--- src/rtl/core/fbrd_pkg.sv ---
package fbrd_pkg;

  localparam int FRAME_WIDTH  = 320;
  localparam int FRAME_HEIGHT = 240;
  localparam int STORE_SIZE   = FRAME_WIDTH * FRAME_HEIGHT;

  // Frame store address; one bit minimum for a single-pixel frame
  localparam int ADDR_W = (STORE_SIZE > 1) ? $clog2(STORE_SIZE) : 1;

  // Coordinate width holds the larger dimension itself (clip bound)
  localparam int MAX_DIM = (FRAME_WIDTH > FRAME_HEIGHT) ? FRAME_WIDTH : FRAME_HEIGHT;
  localparam int COORD_W = $clog2(MAX_DIM + 1);

  localparam int COUNT_W = 17;
  localparam logic [COUNT_W-1:0] FILL_COUNT = COUNT_W'(STORE_SIZE);

  typedef enum logic [2:0] {
    OP_FILL    = 3'd0,
    OP_PIXEL   = 3'd1,
    OP_HLINE   = 3'd2,
    OP_VLINE   = 3'd3,
    OP_OUTLINE = 3'd4,
    OP_RECT    = 3'd5,
    OP_READ    = 3'd6,
    OP_NONE    = 3'd7
  } opcode_t;

  typedef struct packed {
    opcode_t            opcode;
    logic signed [15:0] x_pos;
    logic signed [15:0] y_pos;
    logic signed [15:0] span_w;
    logic signed [15:0] span_h;
    logic [15:0]        color;
  } cmd_t;

  typedef struct packed {
    logic [15:0]        pixel_value;
    logic [COUNT_W-1:0] pixels_written;
  } res_t;

  // One straight run of pixels: fixed row (horizontal) or column (vertical)
  typedef struct packed {
    logic               horiz;
    logic               fix_chk;
    logic signed [15:0] fix;
    logic signed [15:0] start;
    logic signed [15:0] len;
  } run_t;

  typedef struct packed {
    logic               active;
    logic [COORD_W-1:0] lo;
    logic [COORD_W-1:0] hi;
    logic [COORD_W-1:0] fix;
  } clip_t;

endpackage

--- src/rtl/core/fbrd_clip.sv ---
module fbrd_clip
  import fbrd_pkg::*;
(
  input  run_t  run,
  output clip_t res
);

  localparam logic signed [17:0] LIM_W = 18'(FRAME_WIDTH);
  localparam logic signed [17:0] LIM_H = 18'(FRAME_HEIGHT);

  logic signed [17:0] lim_span, lim_fix;
  logic signed [17:0] start_x, len_x, fix_x, end_pos, lo_x, hi_x;
  logic               fix_ok, len_pos;

  always_comb begin
    lim_span = run.horiz ? LIM_W : LIM_H;
    lim_fix  = run.horiz ? LIM_H : LIM_W;
    start_x  = 18'(run.start);
    len_x    = 18'(run.len);
    fix_x    = 18'(run.fix);
    // span end in full precision, no wrap
    end_pos  = start_x + len_x;
    lo_x     = start_x[17] ? 18'sd0 : start_x;
    hi_x     = (end_pos > lim_span) ? lim_span : end_pos;
    len_pos  = !run.len[15] && (run.len != 16'sd0);
    fix_ok   = !run.fix_chk || (!fix_x[17] && (fix_x < lim_fix));
    res.active = len_pos && fix_ok && (lo_x < hi_x);
    res.lo     = lo_x[COORD_W-1:0];
    res.hi     = hi_x[COORD_W-1:0];
    res.fix    = fix_x[COORD_W-1:0];
  end

endmodule

--- config.mk ---
export PLATFORM = sky130hd
export DESIGN_NAME = fbrd_clip
export DESIGN_NICKNAME = d
export VERILOG_FILES = /design/src/rtl/core/fbrd_pkg.sv /design/src/rtl/core/fbrd_clip.sv
export SDC_FILE = /design/constraint.sdc
export NUM_CORES = 1
export LEC_CHECK = 0
export BUFFER_PORTS_ARGS = -buffer_cell sky130_fd_sc_hd__buf_2
export CAP_MARGIN = 10
export CORE_UTILIZATION = 55
export DETAILED_ROUTE_END_ITERATION = 6
export GPL_ROUTABILITY_DRIVEN = 0
export PLACE_DENSITY = 0.93
export SYNTH_ARGS = -nofsm -noshare
export SYNTH_HDL_FRONTEND = slang
export SYNTH_SLANG_ARGS = --single-unit
--- constraint.sdc ---
create_clock -name vclk -period 14.7
set_input_delay 2.94 -clock vclk [all_inputs]
set_output_delay 2.94 -clock vclk [all_outputs]
set_load 0.05 [all_outputs]
# --- Word level (Yosys, flattened, before mapping) ---
# Index checks and enable logic that the tools add are counted.
classes:
  n_addsub: 1
  magnitude_cmp: 3
  muxes: 4
  reduce_logical: 9
op_table:
  columns: ["operator", "n"]
  rows:
  - ["$lt 16x18->1", 1]
  - ["$mux 18", 1]
  - ["$mux 9", 2]
  - ["$add 16x16->17", 1]
  - ["$gt 17x10->1", 1]
  - ["$lt 16x10->1", 1]
  - ["$reduce_bool 16->1", 1]
  - ["$mux 15", 1]
  - ["$logic_and 1x1->1", 4]
  - ["$logic_not 1->1", 3]
  - ["$logic_or 1x1->1", 1]
word_totals:
  ff_bits: 0
  output_inout_bits: 28

# --- Longest topological paths before layout ---
# Gate-level depths: netlist of run 1.
logic_depth:
  word_depth: 6
  mapped_depth: 26
  mapped_depth_nobuf: 25

# --- Worst setup path after synthesis of run 1 ---
# Ideal clock, no wire load.
synth_timing:
  path_kind: "input port to output port"
  startpoint: "input run[0] (netlist bit)"
  endpoint: "output res[27] (netlist bit)"
  t_arrival_ns: 8.017
  setup_slack_ns: 3.743
  stages: 25
  cell_sequence: "ha_1 fa_1 a21oi_1 nor2_1 nor2_1 o21ai_0 xor2_1 ha_1 nor4bb_1 nand4_1 and4b_1 a211oi_1 nor4b_4 a21oi_4 buf_6 or2_1 ha_1 a21o_1 a21oi_1 nor2b_1 o21ai_0 nand2b_1 a21oi_1 o21ai_0 a211oi_1"
synth_lines:
  columns: ["item", "line_no", "text"]
  rows:
  - ["start, declared", "fbrd_clip.sv:4", "input run_t run,"]
  - ["end, declared", "fbrd_clip.sv:5", "output clip_t res"]

==> results of run 1 <==
-- routing by layer --
layer	wire length (um)	share of wire	track usage
met1	2200	0.45	0.378
met2	2250	0.46	0.497
met3	340	0.069	0.0131
met4	138	0.028	0.0884
met5	0	0	0
-- worst max path at each step --
stage / start / to / slack, ps / cells after the start
2_1_floorplan: run[0] / res[27] / 3740 / 25
5_1_grt: run[1] / res[27] / 3340 / 26
6_report: run[1] / res[27] / 3670 / 26
3_3_place_gp: run[1] / res[27] / 3840 / 26
3_5_place_dp: run[1] / res[27] / 3700 / 26
4_1_cts: run[1] / res[27] / 3700 / 26
-- synth_stat cells, drive strengths merged --
master   count  area, um^2
xor2         6        52.6
or4          1        7.51
a2111oi      2        30.0
a32oi        1        8.76
o311ai       1        8.76
nand2       12        45.0
a211o        3        26.3
a311oi       3        26.3
nor3         5        30.0
nor4         5        31.3
nand4        4        25.0
a211oi       4        30.0
and3b        1        8.76
inv          6        22.5
a21oi       19         118
nor3b        1        7.51
or3          1        6.26
nor4b        1        23.8
buf         11        83.8
nand3       11        55.1
o21a         2        15.0
o2111ai      1        8.76
nor4bb       1        10.0
fa           1        20.0
o22ai        1        6.26
nor2b       24         150
o21bai       1        7.51
mux2i        6        60.1
ha          37         463
o2111a       1        11.3
o211a        1        10.0
o211ai       2        15.0
o21ai       13        68.8
xnor2        6        52.6
and4b        1        10.0
a21o         3        22.5
a2111o       1        11.3
clkbuf       2        7.51
mux2         4        45.0
and2         3        18.8
nand2b       3        18.8
or2          4        25.0
nor2        18        67.6
a21boi       2        18.8
-- critical path, delay by kind of cell --
kind	cells	cell delay, ps
simple gates	7	690
compound gates	11	2280
fa+ha+maj	3	900
mux	1	400
xor+xnor	1	340
buf+inv	3	510
-- report_power, final --
group | internal, mW | total, mW | switching [mW]
sequential | 0 | 0 | 0
combinational | 0.0447 | 0.121 | 0.0763
clock | 0 | 0 | 0
total | 0.0447 | 0.121 | 0.0763
-- per-stage QoR --
step	setup WS, ps	total power, mW
floorplan	3740	0.0946
global placement	3840	0.116
detailed placement	3700	0.119
CTS	3700	0.119
global route	3340	0.131
finish	3670	0.121
-- cells by family after synthesis --
logic type,count (synthesis),synth area share
adder cells (fa/ha/maj),38,0.270
multiplexers,10,0.0587
XOR/XNOR,12,0.0587
buffers and inverters,19,0.0636
AO/OA/AOI/OAI,61,0.247
AND/OR/NAND/NOR,96,0.302
-- final cells by class --
cell class,instances,area (um^2),share of cell area
well taps,44,55.1,0.0262
inverters,6,22.5,0.0107
multi-input cells,217,1680,0.797
repair buffers,70,350,0.166
==> load_flow_metrics.sql, run 1 <==
INSERT INTO impl_metrics (metric_group, metric, value, unit) VALUES
('run_status', 'run_status', 'completed', ''),
('routing', 'routed_wl', '4.93', 'mm'),
('routing', 'avgRoutedWirePerCell', '14.6', 'um'),
('yosys', 'yosysWarnings', '0', ''),
('worst_hold_path', 'worst_hold_startpoint', 'run[32]', ''),
('critical_path', 'worst_path_largest_cell_delay', '430', 'ps'),
('layout', 'design_area', '2100', 'um^2'),
('layout', 'antenna-diode-count', '0', ''),
('place', 'dp_cells', '337', ''),
('floorplan', 'fp.dieArea', '3490', 'um^2'),
('place', 'dp_hpwl', '4.29', 'mm'),
('yosys', 'cell_area_after_synthesis', '1790', 'um^2'),
('layout', 'flow.area_growth_from_synthesis', '17.5', '%'),
('yosys', 'synthesis.area_per_instance', '7.59', 'um^2'),
('critical_path', 'worst-endpoint-required', '11760', 'ps'),
('yosys', 'post_synth_num_cell_types', '53', ''),
('yosys', 'syn_nets', '324', ''),
('critical_path', 'critPathArrivalTime', '8090', 'ps'),
('layout', 'layout.cells.most_common_list', '70 x sky130_fd_sc_hd__buf_2, 37 x sky130_fd_sc_hd__ha_1, 24 x sky130_fd_sc_hd__nor2b_1', ''),
('layout', 'share_of_final_layout_standard_cells_stronger_than_drive_strength_1', '0.294', ''),
('layout', 'mostFrequentLayoutCell', 'sky130_fd_sc_hd__buf_2', ''),
('timing', 'worst_hold_slack', '5880', 'ps'),
('timing', 'setup_violation_total_in_the_final_timing_report', '0', ''),
('floorplan', 'die_width', '59.1', 'um'),
('timing', 'rsz0062_at_grt', 'no', ''),
('routing', 'first_pass_iters', '4', ''),
('grt', 'grt_pass1_wl', '7.92', 'mm'),
('timing', 'max-slew-margin-rel', '0.666', ''),
('grt', 'grt_antenna_before_repair', '0', ''),
('critical_path', 'critical-path-slowest-cell', 'sky130_fd_sc_hd__a21oi_4', ''),
('layout', 'seq_cells', '0', ''),
('layout', 'fillerInstances', '259', ''),
('cts', 'post_cts_resize_count', '0', ''),
('timing', 'tightest_slew', '496', 'ps'),
('critical_path', 'cp_max_fo', '17', ''),
('critical_path', 'crit_type', 'in2out', ''),
('timing', 'fin_crit_sh', '0.750', ''),
('cts', 'cts_hold_buffers', '0', ''),
('yosys', 'synth.yosys.seq_area_share', '0', ''),
('worst_hold_path', 'min_delay_path_depth', '0', ''),
('floorplan', 'core_region_area', '3080', 'um^2'),
('grt', 'grt_start_max_net_pins', '18', ''),
('routing', 'violation_count_after_the_first_detailed_route_iteration', '65', ''),
('job', 'cap_violations', '0', ''),
('critical_path', 'start_kind', 'input port', ''),
('routing', 'vias_per_cell', '6.04', ''),
('timing', 'period_minus_slack', '11030', 'ps'),
('timing', 'timing.fmax', '90.7', 'MHz'),
('grt', 'track_usage', '0.285', ''),
('grt', 'grt_overflow_total', '0', ''),
('timing', 'totalNegativeSetupSlack', '0', 'ps'),
('cts', 'postCtsSetupRepairBufs', '0', ''),
('layout', 'final_core_util', '0.684', ''),
('floorplan', 'vertical_die_dimension', '59.1', 'um'),
('layout', 'fin_nets', '383', ''),
('critical_path', 'endpoint_kind', 'primary output', ''),
('place', 'io_buffer_count', '70', ''),
('yosys', 'synth_cells', '236', ''),
('grt', 'first_global_vias', '1877', ''),
('floorplan', 'count_of_pins_on_the_block_boundary', '78', ''),
('layout', 'final-seq-area', '0', 'um^2'),
('layout', 'layout.clock_buffers', '0', ''),
('pwr', 'vdd_ir_drop_max', '23.3', 'uV'),
('layout', 'final_cells', '337', ''),
('floorplan', 'start_util', '0.582', ''),
('worst_hold_path', 'hold_class', 'in2out', ''),
('routing', 'drt.antenna.violating_nets', '0', ''),
('timing', 'timing_max_transition_violations_final', '0', ''),
('worst_hold_path', 'worst_hold_path.endpoint', 'res[0]', ''),
('place', 'detailed_place.area', '2100', 'um^2'),
('floorplan', 'num_rows', '20', ''),
('pwr', 'power.leakage', '1.02', 'nW'),
('timing', 'hold_violations', '0', ''),
('routing', 'via_count', '2034', ''),
('pwr', 'power.density', '57.5', 'nW/um^2'),
('routing', 'post-route-drc-count', '0', '');
No activity file was read; power rests on OpenSTA's default activity.
==> run 2: changes to the inputs <==
- CORE_UTILIZATION: 55 -> 51
- PLACE_DENSITY: 0.93 -> 0.87
- clock period: 14.7 -> 10.4 ns (I/O delays scaled with it)
==> run 2 against run 1 <==
Total power is 41% higher. Routed wire length is 3.5% lower. Combinational power is 40% higher. Sequential cell count stayed put. Critical endpoint unchanged. Largest cell class unchanged. Largest power group unchanged.
==> load_flow_metrics.sql, run 2 (same netlist as run 1, synthesis figures left out) <==
INSERT INTO impl_metrics (metric_group, metric, value, unit) VALUES
('critical_path', 'stages_on_worst_setup_path', '26', ''),
('routing', 'met2_wirelength', '2.27', 'mm'),
('layout', 'fillerInstances', '286', ''),
('routing', 'drt.antenna.violating_nets', '0', ''),
('layout', 'design_area', '2110', 'um^2'),
('timing', 'hold_violations', '0', ''),
('timing', 'totalNegativeSetupSlack', '0', 'ps'),
('critical_path', 'crit_end', 'res[27]', ''),
('routing', 'routed_wl', '4.76', 'mm'),
('routing', 'maxUsedRoutingLayer', 'met4', ''),
('timing', 'fin_crit_sh', '0.908', ''),
('place', 'detailed_place.area', '2110', 'um^2'),
('layout', 'mostFrequentLayoutCell', 'sky130_fd_sc_hd__buf_2', ''),
('grt', 'grt_overflow_total', '0', ''),
('layout', 'share_of_final_layout_standard_cells_stronger_than_drive_strength_1', '0.294', ''),
('routing', 'first_pass_iters', '4', ''),
('timing', 'period_minus_slack', '9440', 'ps'),
('routing', 'via_count', '1984', ''),
('routing', 'routedLengthMet1', '2.07', 'mm'),
('timing', 'setup_violation_total_in_the_final_timing_report', '0', ''),
('routing', 'violation_count_after_the_first_detailed_route_iteration', '101', ''),
('cts', 'postCtsSetupRepairBufs', '0', ''),
('critical_path', 'worstSetupStartpoint', 'run[1]', ''),
('critical_path', 'worst_path_largest_cell_delay', '430', 'ps'),
('layout', 'flow.area_growth_from_synthesis', '17.7', '%'),
('layout', 'seq_cells', '0', ''),
('layout', 'fin_nets', '383', ''),
('floorplan', 'count_of_pins_on_the_block_boundary', '78', ''),
('routing', 'vias_per_cell', '5.85', ''),
('place', 'dp_hpwl', '4.20', 'mm'),
('pwr', 'power.leakage', '1.02', 'nW'),
('routing', 'avgRoutedWirePerCell', '14.0', 'um'),
('pwr', 'power.density', '80.9', 'nW/um^2'),
('place', 'io_buffer_count', '70', ''),
('layout', 'final-seq-area', '0', 'um^2'),
('timing', 'tightest_slew', '508', 'ps'),
('timing', 'max-slew-margin-rel', '0.661', ''),
('grt', 'grt_start_max_net_pins', '18', ''),
('critical_path', 'critical_path.top_delay_family', 'compound AO/OA/AOI/OAI gates', ''),
('layout', 'layout.clock_buffers', '0', ''),
('floorplan', 'die_width', '61.3', 'um'),
('critical_path', 'critical-path-slowest-cell', 'sky130_fd_sc_hd__a211oi_1', ''),
('pwr', 'report.power.total', '0.170', 'mW'),
('floorplan', 'num_rows', '21', ''),
('critical_path', 'cp_max_fo', '17', ''),
('floorplan', 'vertical_die_dimension', '61.3', 'um'),
('timing', 'rsz0062_at_grt', 'no', ''),
('cts', 'post_cts_resize_count', '0', ''),
('run_status', 'run_status', 'completed', ''),
('grt', 'grt_pass1_wl', '7.50', 'mm'),
('grt', 'grt_antenna_before_repair', '0', ''),
('timing', 'timing.fmax', '106', 'MHz'),
('routing', 'total_length_of_routed_met3_wires', '330', 'um'),
('critical_path', 'endpoint_kind', 'primary output', ''),
('worst_hold_path', 'hold_class', 'in2out', ''),
('job', 'cap_violations', '0', ''),
('timing', 'post-route-worst-setup-slack', '957', 'ps'),
('grt', 'track_usage', '0.261', ''),
('cts', 'cts_hold_buffers', '0', ''),
('critical_path', 'crit_type', 'in2out', ''),
('floorplan', 'start_util', '0.537', ''),
('critical_path', 'cp_num_buf_inv', '3', ''),
('floorplan', 'core_region_area', '3340', 'um^2'),
('grt', 'first_global_vias', '1781', ''),
('floorplan', 'fp.dieArea', '3750', 'um^2'),
('layout', 'layout.cells.most_common_list', '70 x sky130_fd_sc_hd__buf_2, 37 x sky130_fd_sc_hd__ha_1, 24 x sky130_fd_sc_hd__nor2b_1', ''),
('layout', 'antenna-diode-count', '0', ''),
('timing', 'worst_hold_slack', '4160', 'ps'),
('critical_path', 'worst-endpoint-required', '8320', 'ps'),
('critical_path', 'critPathArrivalTime', '7360', 'ps'),
('critical_path', 'start_kind', 'input port', ''),
('routing', 'post-route-drc-count', '0', ''),
('timing', 'timing_max_transition_violations_final', '0', ''),
('place', 'preCtsSetupSlack', '1030', 'ps'),
('pwr', 'vdd_ir_drop_max', '25.8', 'uV');
-- run 2: cell counts in the layout (fill, tap and decap cells not counted) --
Identical to the previous run, type by type.
-- run 2: layout make-up --
cell class | instances | area (um^2) | area share
inverters | 6 | 22.5 | 0.0107
well taps | 46 | 57.6 | 0.0273
repair buffers | 70 | 350 | 0.166
multi-input cells | 217 | 1680 | 0.796
-- run 2: worst min path at each step --
stage | cells after the start | startpoint | slack [ps] | to
2_1_floorplan | 1 | run[32] | 4330 | res[0]
4_1_cts | 0 | run[33] | 4160 | res[1]
3_5_place_dp | 0 | run[33] | 4160 | res[1]
3_3_place_gp | 0 | run[33] | 4160 | res[1]
6_report | 0 | run[32] | 4160 | res[0]
5_1_grt | 0 | run[35] | 4160 | res[3]
-- run 2: where the power goes --
part           switching, mW  internal, mW  leakage [nW]
clock network              0             0             0
logic                  0.107        0.0632          1.02
registers                  0             0             0
-- run 2: stage by stage --
stage,utilization,std cells
after detailed placement,0.631,339
after floorplan,-,236
after CTS,0.631,339
after global placement,0.631,339
final,0.631,339
after global routing,0.631,339
-- run 2: per-layer routing --
metal  GRT usage  up-vias
li1            -     1001
met2       0.477       81
met4      0.0714        0
met3      0.0168       10
met1       0.328      892
met5           0        -
==> run 3: changes to the inputs <==
- ABC_AREA: unset -> 1
- CORE_UTILIZATION: 51 -> 52
==> run 3 against run 2 <==
Routed wire length grew 12%. Design area grew 9.1%. Non-clock buffer count is the same. Via count grew 17%. Critical path depth is the same. Worst setup slack gained 1300 ps. Clock-buffer cell count is the same. Sequential cell count is the same. Combinational power is essentially flat. Critical endpoint unchanged. Largest cell class unchanged.
==> load_flow_metrics.sql, run 3 <==
INSERT INTO impl_metrics (metric_group, metric, value, unit) VALUES
('timing', 'fin_crit_sh', '0.778', ''),
('timing', 'period_minus_slack', '8100', 'ps'),
('layout', 'antenna-diode-count', '0', ''),
('layout', 'layout.clock_buffers', '0', ''),
('routing', 'violation_count_after_the_first_detailed_route_iteration', '81', ''),
('floorplan', 'count_of_pins_on_the_block_boundary', '78', ''),
('cts', 'postCtsSetupRepairBufs', '0', ''),
('layout', 'design_area', '2300', 'um^2'),
('critical_path', 'critPathArrivalTime', '6020', 'ps'),
('pwr', 'vdd_ir_drop_max', '31.2', 'uV'),
('yosys', 'syn_nets', '445', ''),
('timing', 'post-route-worst-setup-slack', '2300', 'ps'),
('yosys', 'synthMostInstantiatedCell', 'sky130_fd_sc_hd__nand2_1', ''),
('critical_path', 'worst_path_largest_cell_delay', '440', 'ps'),
('timing', 'worst_hold_slack', '4160', 'ps'),
('place', 'preCtsSetupSlack', '2340', 'ps'),
('critical_path', 'critical-path-slowest-cell', 'sky130_fd_sc_hd__fa_1', ''),
('critical_path', 'worst-endpoint-required', '8320', 'ps'),
('layout', 'final_core_util', '0.628', ''),
('timing', 'tightest_slew', '654', 'ps'),
('timing', 'setup_violation_total_in_the_final_timing_report', '0', ''),
('yosys', 'synthesis.area_per_instance', '5.52', 'um^2'),
('place', 'dp_hpwl', '4.82', 'mm'),
('routing', 'vias_per_cell', '5.00', ''),
('pwr', 'power_frac_seq', '0', ''),
('pwr', 'switchingPower', '0.116', 'mW'),
('critical_path', 'endpoint_kind', 'primary output', ''),
('timing', 'totalNegativeSetupSlack', '0', 'ps'),
('routing', 'avgRoutedWirePerCell', '11.5', 'um'),
('layout', 'flow.area_growth_from_synthesis', '16.6', '%'),
('routing', 'post-route-drc-count', '0', ''),
('place', 'detailed_place.area', '2300', 'um^2'),
('routing', 'first_pass_iters', '4', ''),
('pwr', 'comb_power_share', '1.000', ''),
('critical_path', 'start_kind', 'input port', ''),
('pwr', 'power.density', '74.3', 'nW/um^2'),
('yosys', 'synth_cells', '357', ''),
('yosys', 'yosysWarnings', '0', ''),
('cts', 'post_cts_resize_count', '0', ''),
('job', 'cap_violations', '0', ''),
('yosys', 'synthDominantAreaCellType', 'sky130_fd_sc_hd__ha_1', ''),
('yosys', 'synth.top_cells.by_count', '102 x sky130_fd_sc_hd__nand2_1, 71 x sky130_fd_sc_hd__inv_1, 37 x sky130_fd_sc_hd__ha_1, 35 x sky130_fd_sc_hd__nor2_1, 24 x sky130_fd_sc_hd__nand3_1', ''),
('routing', 'routed_wl', '5.32', 'mm'),
('layout', 'final-seq-area', '0', 'um^2'),
('run_status', 'run_status', 'completed', ''),
('grt', 'grt_overflow_total', '0', ''),
('yosys', 'yosysTopAreaCellShare', '0.235', ''),
('grt', 'first_global_vias', '2131', ''),
('timing', 'max-slew-margin-rel', '0.560', ''),
('timing', 'timing.fmax', '124', 'MHz'),
('yosys', 'synth.yosys.seq_area_share', '0', ''),
('layout', 'fin_nets', '506', ''),
('pwr', 'power.leakage', '1.50', 'nW'),
('grt', 'grt_antenna_before_repair', '0', ''),
('grt', 'grt_start_max_net_pins', '17', ''),
('floorplan', 'core_region_area', '3660', 'um^2'),
('timing', 'hold_violations', '0', ''),
('yosys', 'cell_area_after_synthesis', '1970', 'um^2'),
('worst_hold_path', 'hold_class', 'in2out', ''),
('floorplan', 'die_width', '63.6', 'um'),
('routing', 'drt.antenna.violating_nets', '0', ''),
('grt', 'track_usage', '0.271', ''),
('cts', 'cts_hold_buffers', '0', ''),
('critical_path', 'critical_path.most_common_cell', 'sky130_fd_sc_hd__nand2_1', ''),
('layout', 'layout.cells.most_common_list', '102 x sky130_fd_sc_hd__nand2_1, 71 x sky130_fd_sc_hd__inv_1, 70 x sky130_fd_sc_hd__buf_2', ''),
('timing', 'timing_max_transition_violations_final', '0', ''),
('yosys', 'post_synth_num_cell_types', '31', ''),
('worst_hold_path', 'min_delay_path_depth', '0', ''),
('floorplan', 'fp.dieArea', '4040', 'um^2'),
('critical_path', 'cp_max_fo', '12', ''),
('layout', 'share_of_final_layout_standard_cells_stronger_than_drive_strength_1', '0.231', ''),
('pwr', 'internal_power', '0.0551', 'mW'),
('pwr', 'clkPwrFrac', '0', ''),
('routing', 'via_count', '2319', ''),
('layout', 'fillerInstances', '377', ''),
('timing', 'rsz0062_at_grt', 'no', ''),
('critical_path', 'crit_type', 'in2out', ''),
('layout', 'mostFrequentLayoutCell', 'sky130_fd_sc_hd__nand2_1', ''),
('floorplan', 'num_rows', '22', ''),
('layout', 'seq_cells', '0', ''),
('floorplan', 'vertical_die_dimension', '63.6', 'um'),
('grt', 'grt_pass1_wl', '9.04', 'mm'),
('floorplan', 'start_util', '0.538', ''),
('place', 'io_buffer_count', '70', ''),
('yosys', 'synthTopCellsByArea', 'sky130_fd_sc_hd__ha_1 23%, sky130_fd_sc_hd__nand2_1 19%, sky130_fd_sc_hd__inv_1 14%, sky130_fd_sc_hd__nor2_1 6.7%, sky130_fd_sc_hd__nand3_1 6.1%', ''),
('pwr', 'p_sw_frac', '0.677', '');
## run 3: per-stage QoR
stage               total power [mW]  instances
floorplan                      0.134        357
global placement               0.166        464
detailed placement             0.169        464
CTS                            0.170        464
global route                   0.192        464
finish                         0.171        464
## run 3: per-layer routing
metal,GRT usage,wire [um]
met1,0.340,2510
met5,0,0
met2,0.532,2580
met4,0.00568,12
met3,0.00362,205
## run 3: cells by family (layout without fill, tap and decap cells)
kind of cell,Yosys count,after routing,share of synthesized area
and+or+nand+nor,198,198,0.453
buffers and inverters,89,148,0.192
adders and majority gates,38,38,0.245
AOI/OAI and AO/OA,25,25,0.0794
xor gates and xnor gates,7,7,0.0311
## run 3: area by class of cell
class,instances,area (um^2),share of cell area
well taps,48,60.1,0.0261
multi-input cells,268,1590,0.693
inverters,78,295,0.128
repair buffers,70,350,0.152
## run 3: power groups by stage
stage / Clock [mW] / Sequential [mW] / Combinational (mW)
final: 0 / 0 / 0.171
after global routing: 0 / 0 / 0.192
after CTS: 0 / 0 / 0.170
after detailed placement: 0 / 0 / 0.169
after global placement: 0 / 0 / 0.166
after floorplan: 0 / 0 / 0.134
## run 3: worst paths after layout
kind	start	end	slack (ps)
worst max-delay path	run[0]	res[27]	2300
worst min-delay path	run[35]	res[3]	4160
## run 3: worst max-delay path, delay by kind of cell
kind | cells | cell delay [ps]
xor+xnor | 1 | 170
fa+ha+maj | 4 | 1280
simple gates | 13 | 1380
buf+inv | 3 | 440
compound gates | 5 | 670
